--- src/sv/first_match_stream_editor_unit_assert.svh ---
// Assertion macros shared by the stream editor modules.
`ifndef FIRST_MATCH_STREAM_EDITOR_UNIT_ASSERT_SVH
`define FIRST_MATCH_STREAM_EDITOR_UNIT_ASSERT_SVH

// Check a condition at every clock edge outside reset.
`define FMSE_ASSERT(label, clk_s, rstn_s, expr) \
	label: assert property (@(posedge clk_s) disable iff (!rstn_s) (expr)) \
		else $error("stream editor check failed");

// Check that a condition in one cycle leads to another in the next.
`define FMSE_ASSERT_NEXT(label, clk_s, rstn_s, ante, cons) \
	label: assert property (@(posedge clk_s) disable iff (!rstn_s) (ante) |=> (cons)) \
		else $error("stream editor sequence check failed");

`endif

--- src/sv/fmse_pkg.sv ---
// Types and constants of the first-match stream editor.
package fmse_pkg;

	localparam int PATTERN_MAX = 8;
	localparam int REPLACE_MAX = 8;
	localparam int WIN_DEPTH   = PATTERN_MAX - 1;
	localparam int CHAR_W      = 8;
	localparam int POS_W       = 3;
	localparam int LEN_W       = 4;
	localparam int QUEUE_DEPTH = 4;
	localparam int QPTR_W      = 2;
	localparam int QCNT_W      = 3;

	typedef enum logic [1:0] {
		MODE_COPY      = 2'd0,
		MODE_REPLACE   = 2'd1,
		MODE_ERASE     = 2'd2,
		MODE_DUPLICATE = 2'd3
	} mode_t;

	typedef enum logic [2:0] {
		CFG_EDIT_MODE       = 3'd0,
		CFG_PATTERN_TEXT    = 3'd1,
		CFG_PATTERN_LENGTH  = 3'd2,
		CFG_REPLACE_TEXT    = 3'd3,
		CFG_REPLACE_LENGTH  = 3'd4
	} cfg_idx_t;

	// One emit job: a run of window characters, then an optional second run
	// taken from the replacement text or again from the window.
	typedef struct packed {
		logic [PATTERN_MAX-1:0][CHAR_W-1:0] chars;
		logic [LEN_W-1:0]                   len1;
		logic                               rep_src;
		logic [POS_W-1:0]                   off;
		logic [LEN_W-1:0]                   len2;
		logic                               eos;
	} cmd_t;

	// Queue status seen by both sides.
	typedef struct packed {
		logic full;
		logic valid;
	} qstat_t;

endpackage

--- src/sv/fmse_front.sv ---
// Front end: holds the character window, finds the first match, builds emit jobs.
`include "first_match_stream_editor_unit_assert.svh"

module fmse_front (
	input  logic                                 clk,
	input  logic                                 arst_n,
	input  logic                                 in_valid,
	output logic                                 in_ready,
	input  logic [fmse_pkg::CHAR_W-1:0]          in_char,
	input  logic                                 in_eos,
	input  fmse_pkg::mode_t                      mode,
	input  logic [fmse_pkg::PATTERN_MAX*8-1:0]   pattern_text,
	input  logic [fmse_pkg::LEN_W-1:0]           pattern_length,
	input  logic [fmse_pkg::LEN_W-1:0]           replacement_length,
	input  fmse_pkg::qstat_t                     qstat,
	output logic                                 q_push,
	output fmse_pkg::cmd_t                       q_cmd
);

	logic [fmse_pkg::CHAR_W-1:0] win_q [fmse_pkg::WIN_DEPTH];
	logic [fmse_pkg::POS_W-1:0]  fill_q;
	logic                        done_q;

	logic [fmse_pkg::PATTERN_MAX-1:0][fmse_pkg::CHAR_W-1:0] cur;
	logic [fmse_pkg::PATTERN_MAX-1:0][fmse_pkg::CHAR_W-1:0] shifted;
	logic [fmse_pkg::LEN_W-1:0] plen, rlen, tot, start, keep, drop, len1, len2;
	logic [fmse_pkg::POS_W-1:0] cidx;
	logic [fmse_pkg::POS_W-1:0] fill_d;
	logic                       done_d, hit, mismatch, accept, use_shift;

	assign in_ready = !qstat.full;
	assign accept   = in_valid && in_ready;

	// Classify the incoming character against the window.
	always_comb begin
		if (pattern_length == '0) begin
			plen = fmse_pkg::LEN_W'(1);
		end else if (pattern_length > fmse_pkg::LEN_W'(fmse_pkg::PATTERN_MAX)) begin
			plen = fmse_pkg::LEN_W'(fmse_pkg::PATTERN_MAX);
		end else begin
			plen = pattern_length;
		end
		if (replacement_length > fmse_pkg::LEN_W'(fmse_pkg::REPLACE_MAX)) begin
			rlen = fmse_pkg::LEN_W'(fmse_pkg::REPLACE_MAX);
		end else begin
			rlen = replacement_length;
		end

		// Held characters followed by the new one.
		cur = {fmse_pkg::PATTERN_MAX{in_char}};
		for (int i = 0; i < fmse_pkg::WIN_DEPTH; i++) begin
			if (fmse_pkg::POS_W'(i) < fill_q) begin
				cur[i] = win_q[i];
			end
		end
		tot   = {1'b0, fill_q} + fmse_pkg::LEN_W'(1);
		start = tot - plen;

		// Compare the newest plen characters with the pattern.
		mismatch = 1'b0;
		cidx     = '0;
		for (int j = 0; j < fmse_pkg::PATTERN_MAX; j++) begin
			cidx = fmse_pkg::POS_W'(start + fmse_pkg::LEN_W'(j));
			if (fmse_pkg::LEN_W'(j) < plen && cur[cidx] != pattern_text[8*j +: 8]) begin
				mismatch = 1'b1;
			end
		end
		hit = !done_q && (tot >= plen) && !mismatch;

		keep = done_q ? '0 : plen - fmse_pkg::LEN_W'(1);
		drop = tot - keep;
		for (int i = 0; i < fmse_pkg::PATTERN_MAX; i++) begin
			shifted[i] = cur[fmse_pkg::POS_W'(drop + fmse_pkg::LEN_W'(i))];
		end

		// Emit job and next window state.
		len1      = '0;
		len2      = '0;
		use_shift = 1'b0;
		fill_d    = fill_q;
		done_d    = done_q;
		if (hit) begin
			unique case (mode)
				fmse_pkg::MODE_REPLACE: begin
					len1 = start;
					len2 = rlen;
				end
				fmse_pkg::MODE_ERASE: begin
					len1 = start;
				end
				fmse_pkg::MODE_DUPLICATE: begin
					len1 = tot;
					len2 = plen;
				end
				default: begin
					len1 = tot;
				end
			endcase
			fill_d = '0;
			done_d = 1'b1;
		end else if (tot > keep) begin
			len1      = drop;
			use_shift = 1'b1;
			fill_d    = keep[fmse_pkg::POS_W-1:0];
		end else begin
			fill_d = tot[fmse_pkg::POS_W-1:0];
		end
		if (in_eos) begin
			if (!hit) begin
				len1 = tot;
			end
			fill_d = '0;
			done_d = 1'b0;
		end

		q_cmd.chars   = cur;
		q_cmd.len1    = len1;
		q_cmd.rep_src = (mode == fmse_pkg::MODE_REPLACE);
		q_cmd.off     = start[fmse_pkg::POS_W-1:0];
		q_cmd.len2    = len2;
		q_cmd.eos     = in_eos;
		q_push        = accept && (len1 != '0 || len2 != '0 || in_eos);
	end

	// Advance window control on every accepted beat.
	always_ff @(posedge clk or negedge arst_n) begin
		if (!arst_n) begin
			fill_q <= '0;
			done_q <= 1'b0;
		end else if (accept) begin
			fill_q <= fill_d;
			done_q <= done_d;
		end
	end

	// Hold the characters that may still start a match.
	always_ff @(posedge clk) begin
		if (accept) begin
			for (int i = 0; i < fmse_pkg::WIN_DEPTH; i++) begin
				win_q[i] <= use_shift ? shifted[i] : cur[i];
			end
		end
	end

	`FMSE_ASSERT_NEXT(a_eos_clears, clk, arst_n, accept && in_eos, fill_q == '0 && !done_q)
	`FMSE_ASSERT_NEXT(a_hit_marks_done, clk, arst_n, accept && hit && !in_eos, done_q && fill_q == '0)

endmodule

--- src/sv/fmse_queue.sv ---
// Short job queue between the front end and the emitter.
`include "first_match_stream_editor_unit_assert.svh"

module fmse_queue (
	input  logic             clk,
	input  logic             arst_n,
	input  logic             push,
	input  fmse_pkg::cmd_t   cmd_in,
	input  logic             pop,
	output fmse_pkg::cmd_t   cmd_out,
	output fmse_pkg::qstat_t qstat
);

	fmse_pkg::cmd_t                entry_q [fmse_pkg::QUEUE_DEPTH];
	logic [fmse_pkg::QPTR_W-1:0]   wr_q, rd_q;
	logic [fmse_pkg::QCNT_W-1:0]   cnt_q;
	logic                          do_pop;

	assign qstat.full  = (cnt_q == fmse_pkg::QCNT_W'(fmse_pkg::QUEUE_DEPTH));
	assign qstat.valid = (cnt_q != '0);
	assign cmd_out     = entry_q[rd_q];
	assign do_pop      = pop && qstat.valid;

	// Advance pointers and occupancy.
	always_ff @(posedge clk or negedge arst_n) begin
		if (!arst_n) begin
			wr_q  <= '0;
			rd_q  <= '0;
			cnt_q <= '0;
		end else begin
			if (push) begin
				wr_q <= wr_q + fmse_pkg::QPTR_W'(1);
			end
			if (do_pop) begin
				rd_q <= rd_q + fmse_pkg::QPTR_W'(1);
			end
			if (push && !do_pop) begin
				cnt_q <= cnt_q + fmse_pkg::QCNT_W'(1);
			end else if (do_pop && !push) begin
				cnt_q <= cnt_q - fmse_pkg::QCNT_W'(1);
			end
		end
	end

	// Store jobs.
	always_ff @(posedge clk) begin
		if (push) begin
			entry_q[wr_q] <= cmd_in;
		end
	end

	`FMSE_ASSERT(a_no_overflow, clk, arst_n, !(push && qstat.full))

endmodule

--- src/sv/fmse_back.sv ---
// Back end: walks one job per beat sequence into the output register.
`include "first_match_stream_editor_unit_assert.svh"

module fmse_back (
	input  logic                               clk,
	input  logic                               arst_n,
	input  fmse_pkg::cmd_t                     cmd,
	input  fmse_pkg::qstat_t                   qstat,
	output logic                               pop,
	input  logic [fmse_pkg::REPLACE_MAX*8-1:0] replacement_text,
	output logic                               out_valid,
	input  logic                               out_ready,
	output logic [fmse_pkg::CHAR_W-1:0]        out_char,
	output logic                               out_present,
	output logic                               out_last
);

	logic [fmse_pkg::LEN_W-1:0]   idx_q, last_idx, sub;
	logic [fmse_pkg::LEN_W:0]     total;
	logic [fmse_pkg::CHAR_W-1:0]  beat_char;
	logic                         out_free, step, at_end;

	assign out_free = !out_valid || out_ready;
	assign step     = qstat.valid && out_free;

	// Select the character for the current position of the job.
	always_comb begin
		total    = {1'b0, cmd.len1} + {1'b0, cmd.len2};
		last_idx = (total == '0) ? '0 : fmse_pkg::LEN_W'(total - (fmse_pkg::LEN_W + 1)'(1));
		at_end   = (idx_q == last_idx);
		sub      = idx_q - cmd.len1;
		if (idx_q < cmd.len1) begin
			beat_char = cmd.chars[idx_q[fmse_pkg::POS_W-1:0]];
		end else if (cmd.rep_src) begin
			beat_char = replacement_text[{sub[fmse_pkg::POS_W-1:0], 3'b000} +: 8];
		end else begin
			beat_char = cmd.chars[cmd.off + sub[fmse_pkg::POS_W-1:0]];
		end
		pop = step && at_end;
	end

	// Advance the position within the job.
	always_ff @(posedge clk or negedge arst_n) begin
		if (!arst_n) begin
			idx_q     <= '0;
			out_valid <= 1'b0;
		end else begin
			if (step) begin
				idx_q <= at_end ? '0 : idx_q + fmse_pkg::LEN_W'(1);
			end
			if (out_free) begin
				out_valid <= qstat.valid;
			end
		end
	end

	// Load the output beat.
	always_ff @(posedge clk) begin
		if (step) begin
			out_char    <= (total == '0) ? '0 : beat_char;
			out_present <= (total != '0);
			out_last    <= cmd.eos && at_end;
		end
	end

	`FMSE_ASSERT(a_empty_is_last, clk, arst_n, !(out_valid && !out_present) || out_last)

endmodule

--- src/sv/first_match_stream_editor_unit.sv ---
// Top level of the first-match stream editor: configuration, front, queue, back.
//
// Usage:
//   Input beats arrive on s_* (tdata = one character, tlast = end of string).
//   Edited characters leave on m_* (tdata = character, tuser = character
//   present, tlast = final beat of the string). A string whose end marker
//   has nothing to emit yields one beat with tuser low and tlast high.
//   The front end classifies each character in the cycle it is accepted and
//   queues an emit job; the back end sends one output beat per cycle while a
//   job is queued and m_tready is high. A job reaches m_* through the queue
//   entry and the output register. Characters that may start a match stay
//   in the window until matched, ruled out or the string ends. Throughput:
//   one input beat per cycle while each job has at most one output beat and
//   m_tready stays high; a longer job holds the back end until its last beat is
//   sent, and the four-entry queue absorbs short bursts before s_tready drops.
//   Reset clears the window, the queue and the output register; registers
//   return to copy mode, pattern length 1 and empty replacement.
//   When m_tready is low the output beat holds, the queue fills, and
//   s_tready falls once the queue is full.
//   Write cfg_* only while the block is idle.
module first_match_stream_editor_unit (
	input  logic        clk,
	input  logic        arst_n,
	input  logic        s_tvalid,
	output logic        s_tready,
	input  logic [7:0]  s_tdata,    // [7:0] char_in
	input  logic        s_tlast,    // end_of_string
	output logic        m_tvalid,
	input  logic        m_tready,
	output logic [7:0]  m_tdata,    // [7:0] char_out
	output logic        m_tuser,    // [0] char_present
	output logic        m_tlast,    // last_out
	input  logic        cfg_we,
	input  logic [2:0]  cfg_index,
	input  logic [63:0] cfg_data
);

	fmse_pkg::mode_t  mode_q;
	logic [63:0]      pattern_text_q;
	logic [3:0]       pattern_length_q;
	logic [63:0]      replacement_text_q;
	logic [3:0]       replacement_length_q;

	fmse_pkg::cmd_t   push_cmd, head_cmd;
	fmse_pkg::qstat_t qstat;
	logic             push, pop;

	// Write configuration registers.
	always_ff @(posedge clk or negedge arst_n) begin
		if (!arst_n) begin
			mode_q               <= fmse_pkg::MODE_COPY;
			pattern_text_q       <= '0;
			pattern_length_q     <= 4'd1;
			replacement_text_q   <= '0;
			replacement_length_q <= '0;
		end else if (cfg_we) begin
			unique case (fmse_pkg::cfg_idx_t'(cfg_index))
				fmse_pkg::CFG_EDIT_MODE:      mode_q <= fmse_pkg::mode_t'(cfg_data[1:0]);
				fmse_pkg::CFG_PATTERN_TEXT:   pattern_text_q <= cfg_data;
				fmse_pkg::CFG_PATTERN_LENGTH: pattern_length_q <= cfg_data[3:0];
				fmse_pkg::CFG_REPLACE_TEXT:   replacement_text_q <= cfg_data;
				fmse_pkg::CFG_REPLACE_LENGTH: replacement_length_q <= cfg_data[3:0];
				default: begin
				end
			endcase
		end
	end

	fmse_front u_front (
		.clk                (clk),
		.arst_n             (arst_n),
		.in_valid           (s_tvalid),
		.in_ready           (s_tready),
		.in_char            (s_tdata),
		.in_eos             (s_tlast),
		.mode               (mode_q),
		.pattern_text       (pattern_text_q),
		.pattern_length     (pattern_length_q),
		.replacement_length (replacement_length_q),
		.qstat              (qstat),
		.q_push             (push),
		.q_cmd              (push_cmd)
	);

	fmse_queue u_queue (
		.clk     (clk),
		.arst_n  (arst_n),
		.push    (push),
		.cmd_in  (push_cmd),
		.pop     (pop),
		.cmd_out (head_cmd),
		.qstat   (qstat)
	);

	fmse_back u_back (
		.clk              (clk),
		.arst_n           (arst_n),
		.cmd              (head_cmd),
		.qstat            (qstat),
		.pop              (pop),
		.replacement_text (replacement_text_q),
		.out_valid        (m_tvalid),
		.out_ready        (m_tready),
		.out_char         (m_tdata),
		.out_present      (m_tuser),
		.out_last         (m_tlast)
	);

endmodule

--- config.mk ---
export PLATFORM = sky130hd
export DESIGN_NAME = first_match_stream_editor_unit
export DESIGN_NICKNAME = d
export VERILOG_FILES = /design/src/sv/fmse_pkg.sv /design/src/sv/fmse_front.sv /design/src/sv/fmse_queue.sv /design/src/sv/fmse_back.sv /design/src/sv/first_match_stream_editor_unit.sv
export VERILOG_INCLUDE_DIRS = /design/src /design/src/sv
export SDC_FILE = /design/constraint.sdc
export NUM_CORES = 1
export LEC_CHECK = 0
export ABC_AREA = 1
export BUFFER_PORTS_ARGS = -buffer_cell sky130_fd_sc_hd__buf_2
export CORE_ASPECT_RATIO = 1.1
export CORE_MARGIN = 2
export CORE_UTILIZATION = 40
export DETAILED_ROUTE_END_ITERATION = 10
export GPL_TIMING_DRIVEN = 0
export MAX_ROUTING_LAYER = met4
export SLEW_MARGIN = 20
export SYNTH_ARGS = -nofsm -noshare
export SYNTH_HDL_FRONTEND = slang
export SYNTH_HIERARCHICAL = 1
export SYNTH_SLANG_ARGS = --single-unit
--- constraint.sdc ---
create_clock -name clk -period 14.24 [get_ports clk]
set_input_delay 4.272 -clock clk [delete_from_list [all_inputs] [get_ports clk]]
set_output_delay 4.272 -clock clk [all_outputs]
set_load 0.02 [all_outputs]
# Word-level counts from Yosys, hierarchy flattened
# Memories as Yosys holds them, arrays and structs flattened.
# Cells that the tools add are included.
# word_totals
reg_bits	164
mem_bits_rw	364
in_bits	81
output_inout_bits	12
wordCells	225
n_memories	2
# mem_list
memory	words	width	read_ports	rd_ports_with_merged_regs	write_ports	line_no	rtl
u_queue.entry_q	4	77	1	0	1	fmse_queue.sv:14	fmse_pkg::cmd_t entry_q [fmse_pkg::QUEUE_DEPTH];
u_front.win_q	7	8	7	0	7	fmse_front.sv:20	logic [fmse_pkg::CHAR_W-1:0] win_q [fmse_pkg::WIN_DEPTH];
# classes
n_addsub	26
order_cmp	37
eq_ne	17
shifts	1
mux	84
reduce_logical	43
# ops
operator	n
binary-select mux 8 bit (select 3 bit)	17
2-to-1 mux 8 bit	33
< comparator 3 x 4 -> 1 bit, second input constant	17
inequality test 8 bit	8
indexed part select 64 x 7 -> 8 bit	1
2-to-1 mux 4 bit	12
adder 3 bit, second input constant	7
logical AND 1 bit	18
< comparator 3 x 4 -> 1 bit, first input constant	4
2-to-1 mux 1 bit	16
2-to-1 mux 3 bit	5
adder 3 x 2 -> 3 bit, second input constant	4
AND reduction 2 bit	6
adder 3 x 1 -> 3 bit, second input constant	3
< comparator 3 bit, first input constant	3
greater-than comparator 4 bit, second input constant	2
< comparator 1 x 4 -> 1 bit, first input constant	2
< comparator 2 x 4 -> 1 bit, first input constant	2
case mux 4 bit (2 select lines)	1
nonzero test 4 bit	2
subtractor 4 x 1 -> 4 bit, second input constant	2
subtractor 4 bit	2
== test 3 x 2 -> 1 bit, second input constant	2
== test 3 bit, second input constant	2
25 further kinds	37

# Longest topological paths before layout
# Gate-level depths: netlist (run 1).
# depth
depth_word	29
ltp_mapped	38
depth_no_buf	36

# By module
# The synthesis (run 1) kept the hierarchy.
# by_module_without_submodules
mod	instances	cells_per_inst	area_per_inst_um2	seq_area_each_um2
fmse_queue	1	954	12998.7	9424.0
fmse_front	1	1778	9773.1	1781.7
first_match_stream_editor_unit	1	604	5597.9	3454.6
fmse_back	1	505	2877.8	425.4

# Worst setup path after synthesis (run 1)
# OpenSTA, ideal clock, no wires.
# synth_path
kind	input to register
start	in s_tdata[2]
end	mem u_queue/entry_q[0][0] in the netlist's numbering, enable pin
setup_ps	431
arrival_ps	8473
required_time_ps	13809
path_slack_ps	5336
path_stages	26
n_path_buf	2
cell_sequence	clkbuf_1 > inv_1 > o21ai_0 > inv_1 > nand2_1 > nand3_1 > nand2_1 > nand2_1 > nand2_1 > nand2_1 > nand2_1 > nand2_1 > nor2_1 > nand2_1 > nor2_1 > nand3_1 > o21bai_2 > nand2_1 > nand2_1 > nand2_1 > nand3_1 > nor2_1 > nor2_1 > clkbuf_1 > nand2_1 > inv_1
# synth_lines
element	line_no	rtl
start: declaration	first_match_stream_editor_unit.sv:26	input logic [7:0] s_tdata,
end: declaration	fmse_queue.sv:14	

==> results.md, run 1 <==
* Avg WL per Cell at 24.0 um
* Sequential area share after synthesis at 0.483
* Final setup TNS at 0 ns
* I/O pin cnt at 93
* TritonCTS clock tree: yes
* Yosys reg bits at 528
* Final setup viols at 0
* Num CTS Buffers at approximately 60
* Max-cap viol count at 0
* Post-synth top area cell: edfxtp_1
* Core box area at 77400 sq um
* Area share of the leading cell type in the synthesized netlist at 0.359
* Area of the mapped netlist at 31200 sq um
* Worst-Margin Slew at 1.00 ns
* Fmax at 101 MHz
* First element of the critical path: s_tdata[2]
* Synth unique cells at 50
* CP required at 14.54 ns
* Flop-to-flop setup slack at slightly above 6 ns
* Post-CTS setup buffer count at 0
* Final critical-path share of the clock period at 0.697
* Die width at 270 um
* Die area at 80400 sq um
* Critical path type: in -> reg
* Critical Path Fanout Max at 51
* Post-CTS sizing at 0
* Area grow syn2layout at 12.8%
* Status: finished clean
* FF-to-FF End: u_queue/entry_q[0][37]$_DFFE_PP_
* Top post-synthesis cells by area: edfxtp_1, nand2_1, dfrtp_1, nand3_1, o21ai_0
* First-pass GRT wire length at 178000 um
* Initial DRC count at between 3000 and 4000
* Die height at a little under 300 um
* Post-DP HPWL at 91800 um
* Arrival @ worst endpoint at 10.22 ns
* DRC violations left at 0
* Vias in the first global route at 27147
* Reg-to-Reg Start: pattern_length_q[0]$_DFFE_PN1P_
* YS warnings at 6
* RSZ-0062 raised after global routing: false
* DR vias at between 20000 and 30000
* Clock Tree Buf Depth at 3
* Worst R2R Path Depth at 33
* Post-DR vias/cell at 5.58
* Total Routing Usage GR at 0.309
* Post-synth EDFFs at about 370
* # rows at 107
* Max Transition Viols Final at 0
* Starting Density at 0.404
* GP Congestion at ~1.1
* Most common cell after layout, fill and taps aside: nand2_1
* H-tree depth at 2
* Largest net degree at the start of global routing at between 90 and 100
* # port buffers at 87
* First-pass DRT Iterations at 6
* Net Count, Synth at just under 4000
* Initial antenna violation count at 8
* Crit path to: u_queue/entry_q[0][37]$_DFFE_PP_
* Clock tree sinks at ~530
* Most frequent cells in the layout: nand2_1, nand3_1, edfxtp_1, inv_1, o21ai_0
* Worst-Skew Late Latency at between 0.6 and 0.7 ns
* Rel. slew slack at 0.325
* Layout cell share with drive strength beyond 1 at 0.101
* Worst hold path type: reg -> reg
* Synth async-reset ratio at 0.292
* Final worst path period need at around 9.9 ns
* Clk slew on worst S/H paths at roughly 0.060 ns
* Cells after Synth at 3841
* Syn_area_per_cell at approximately 8 sq um
* Crit. End Element: register
* CTS Hold Bufs at 0
* DRT antenna net count at 0
* CP startpoint kind: primary input
* Total Wirelength at 122000 um
* CTS root buf: clkbuf_16
* Fin. Hold Viols at 0
* Clk_skew at 0.0300 ns
* Final net count at 4116
* Main synth FF type: edfxtp_1
* GRT Residual Overflow at 0
==> worst min path at each step <==
stage / endpoint / slack (ns) / start / depth (start not counted)
finish: pattern_length_q[0]$_DFFE_PN1P_ / 0.46 / pattern_length_q[0]$_DFFE_PN1P_ / 2
detailed placement: pattern_length_q[0]$_DFFE_PN1P_ / 0.45 / pattern_length_q[0]$_DFFE_PN1P_ / 2
global route: replacement_text_q[55]$_DFFE_PN0P_ / 0.49 / replacement_text_q[55]$_DFFE_PN0P_ / 2
floorplan: u_queue/cnt_q[2]$_DFFE_PN0P_ / 0.44 / u_queue/cnt_q[2]$_DFFE_PN0P_ / 2
global placement: pattern_length_q[0]$_DFFE_PN1P_ / 0.45 / pattern_length_q[0]$_DFFE_PN1P_ / 2
CTS: pattern_length_q[0]$_DFFE_PN1P_ / 0.46 / pattern_length_q[0]$_DFFE_PN1P_ / 2
==> critical path, cell delays in order <==
cell and delay (ns):
clkbuf_1 0.59, inv_1 0.51, o21ai_0 0.57, inv_1 0.36, nand2_1 0.22, nand3_1 0.18, nand3_1 0.16, nand3_1 0.08
nand2_1 0.08, nand2_1 0.06, nor3_1 0.38, nand2_1 0.26, nand2_1 0.12, nand3_1 0.08, nor2_2 0.30, nand2_1 0.25
nand2_1 0.12, nand2_1 0.09, nand3_1 0.10, nor2_1 0.10, nor2_1 0.15, clkbuf_1 0.28, nand2_1 0.17, inv_6 0.29
buf_16 0.31
==> cells in the mapped netlist (2+ instances only) <==
cell type     n
inv_1       351
buf_12        6
inv_2         4
nor3_1        2
edfxtp_1    374
nand4_1       5
xor2_1       12
o21ai_0     264
buf_6        34
o22ai_1      25
o211ai_1    129
xnor2_1      10
o21a_1       27
o221ai_1      9
o211ai_2     80
nand2_2       5
buf_4        19
clkbuf_2      2
nor2_1      141
nor2_2        7
clkinv_1      5
a21oi_1      52
fa_1          6
a21o_1        2
nand3_2       2
nor2_4        2
xor2_2        4
a31oi_1       4
buf_2        43
buf_1        18
ha_1         34
clkbuf_1    105
nand3_1     449
dfrtp_1     153
nand3b_1     30
o21ai_1      26
nand2_1    1386
xnor2_2       2
==> metal layers <==
layer,share of wire,track usage,wire [um],vias to the layer above
met3,0.082,0.0559,10100,372
met2,0.46,0.480,56100,1323
met5,0,-,0,-
met4,0.064,0.169,7850,0
li1,-,-,-,13191
met1,0.40,0.380,48300,13547
==> sequential cells by signal (all words and copies together), names as in the netlist <==
signal,cells
u_back/out_valid,1
replacement_length_q,4
pattern_text_q,64
replacement_text_q,64
u_front/done_q,1
u_back/out_last,1
u_queue/wr_q,2
u_back/out_char,8
pattern_length_q,4
u_front/win_q,56
u_back/out_present,1
u_front/fill_q,3
u_queue/entry_q,308
mode_q,2
u_queue/rd_q,2
u_back/idx_q,4
u_queue/cnt_q,3
==> area by class of cell <==
cell class	count	area, sq um
clock buffer	81	1640
multi-input combinational	2725	13500
tap	1035	1290
buffer	228	1350
inverter	360	1370
timing repair buffer	93	611
antenna	15	37.5
fill	7841	42100
sequential	528	15100
clock inverter	30	374
==> metrics by stage <==
step | hold slack [ns] | util | setup slack, ns | std cells | area (sq um)
finish | 0.462 | 0.455 | 4.32 | 5095 | 35200
floorplan | 0.442 | - | 5.34 | 3841 | 31200
global placement | 0.453 | 0.426 | 1.80 | 4963 | 33000
global route | 0.494 | 0.455 | 4.12 | 5090 | 35200
CTS | 0.465 | 0.455 | 4.63 | 5080 | 35200
detailed placement | 0.455 | 0.429 | 3.97 | 4969 | 33200
==> cell families (layout without fill, tap and decap cells) <==
family | after synthesis | in the layout | synth area share
adder cells (fa/ha/maj) | 40 | 40 | 0.0175
XOR/XNOR | 29 | 29 | 0.0102
AO/OA/AOI/OAI | 624 | 624 | 0.135
AND/OR/NAND/NOR | 2031 | 2031 | 0.268
buffers and inverters | 588 | 792 | 0.0863
flip-flops | 528 | 528 | 0.483
other | 1 | 16 | 0.000120
Power of run 1 is not shown: default switching activity piles up to over one toggle a cycle in this logic, so the estimate is an artifact.
==> inputs of run 2 (changes only) <==
Clock period 14.24 ns to 10.1 ns, I/O delays scaled along.
==> run 2 against run 1 <==
Clock-buffer cell count is the same. Critical endpoint is now u_queue/entry_q[1][39]$_DFFE_PP_. Routed wire length up 0.17%. Sequential share of layout area about the same. Worst setup slack got worse by 2.8 ns. Final cell count is essentially flat. Non-clock buffer count stayed put. Largest cell class unchanged. Die area unchanged. Worst hold slack improved by 0.00054 ns.
==> results.md, run 2 (synthesis results as in run 1) <==
* Max-cap viol count at 0
* Arrival @ worst endpoint at 8.91 ns
* Final setup TNS at 0 ns
* GP Congestion at approximately 1.1
* Rel. slew slack at 0.325
* Core box area at a little under 80000 sq um
* # port buffers at 87
* Critical Path Fanout Max at 50
* Post-DP HPWL at 91800 um
* Final worst path period need at 8.61 ns
* Die width at 270 um
* Final net count at 4116
* GRT Residual Overflow at 0
* Status: finished clean
* Post-layout util at 0.455
* Total Routing Usage GR at 0.309
* Total Wirelength at 123000 um
* Final critical-path share of the clock period at 0.852
* Most frequent cells in the layout: nand2_1, nand3_1, edfxtp_1, inv_1, o21ai_0
* I/O pin cnt at 93
* RSZ-0062 raised after global routing: false
* Largest net degree at the start of global routing at 91
* CP startpoint kind: primary input
* Area grow syn2layout at 12.7%
* H-tree depth at 2
* Worst hold path type: reg -> reg
* Max Transition Viols Final at 0
* Reg with most FFs: u_queue/entry_q
* Post-CTS setup buffer count at 0
* # rows at 107
* Die height at 297 um
* Layout cell share with drive strength beyond 1 at 0.101
* DR vias at 28555
* CTS Hold Bufs at 0
* CTS root buf: clkbuf_16
* First-pass GRT wire length at 178000 um
* Starting Density at 0.404
* Worst-Margin Slew at 1.00 ns
* Die area at ~80000 sq um
* Crit. End Element: register
* Post-CTS sizing at 0
* Post-DR vias/cell at 5.61
* Avg WL per Cell at between 20 and 25 um
* Worst-Skew Late Latency at 0.65 ns
* DRT antenna net count at 0
* TritonCTS clock tree: yes
* Fin. Hold Viols at 0
* First-pass DRT Iterations at 5
* Initial DRC count at 3022
* Clk slew on worst S/H paths at 0.06 ns
* Largest regs: u_queue/entry_q x308, pattern_text_q x64, replacement_text_q x64
* Most common cell after layout, fill and taps aside: nand2_1
* Clk_skew at 0.0259 ns
* Clock tree sinks at 528
* Final setup viols at 0
* Num CTS Buffers at 59
* Critical path type: in -> reg
* Fmax at 116 MHz
* Initial antenna violation count at 8
* Vias in the first global route at 27148
* Clock Tree Buf Depth at 3
* DRC violations left at 0
* Max FFs per register at 308
* CP required at 10.40 ns
[run 2: cell types whose count changed in the layout (fill, tap and decap cells not counted)]
cell / delta
diode_2: -3
[run 2: area by class of cell]
cell class,instances,area [sq um]
sequential,528,15100
clock buffer,81,1640
multi-input combinational,2725,13500
timing repair buffer,93,611
fill,7843,42200
inverter,360,1370
buffer,228,1350
antenna,12,30.0
tap,1035,1290
clock inverter,30,374
[run 2: worst paths after layout]
path	from	to	slack [ns]	cells after the start
worst max-delay path	s_tdata[2]	u_queue/entry_q[1][39]$_DFFE_PP_	1.49	25
worst min-delay path	pattern_length_q[0]$_DFFE_PN1P_	pattern_length_q[0]$_DFFE_PN1P_	0.46	2
worst max register to register	pattern_length_q[0]$_DFFE_PN1P_	u_queue/entry_q[1][39]$_DFFE_PP_	1.97	33
worst min register to register	pattern_length_q[0]$_DFFE_PN1P_	pattern_length_q[0]$_DFFE_PN1P_	0.46	2
max in group asynchronous	arst_n	pattern_text_q[21]$_DFFE_PN0P_	6.89	2
min in group asynchronous	arst_n	replacement_text_q[59]$_DFFE_PN0P_	2.35	1
[run 2: critical path: stages]
cell	delay, ns
clkbuf_1	0.58
inv_1	0.49
o21ai_0	0.56
inv_1	0.36
nand2_1	0.21
nand3_1	0.16
nand3_1	0.16
nand3_1	0.08
nand2_1	0.08
nand2_1	0.06
nor3_1	0.38
nand2_1	0.26
nand2_1	0.12
nand3_1	0.08
nor2_2	0.29
nand2_1	0.25
nand2_1	0.12
nand2_1	0.10
nand3_1	0.10
nor2_1	0.10
nor2_1	0.15
clkbuf_1	0.28
nand2_1	0.18
inv_6	0.30
buf_16	0.30
[run 2: routing by layer]
layer | routed length (um) | track usage | up-vias
li1 | - | - | 13187
met1 | 48100 | 0.381 | 13649
met2 | 56200 | 0.480 | 1360
met3 | 10300 | 0.0559 | 359
met4 | 7940 | 0.170 | 0
met5 | 0 | - | -
[run 2: per-stage QoR]
| stage | instance area, sq um | setup slack [ns] | hold WS (ns) | cells |
|---|---|---|---|---|
| after floorplan | 31200 | 2.44 | 0.442 | 3841 |
| after global placement | 33000 | -1.10 | 0.453 | 4963 |
| after detailed placement | 33200 | 1.07 | 0.455 | 4969 |
| after CTS | 35200 | 1.73 | 0.465 | 5080 |
| after global routing | 35200 | 1.22 | 0.494 | 5089 |
| final | 35200 | 1.49 | 0.463 | 5092 |
Power of run 2 is left out for the same reason.
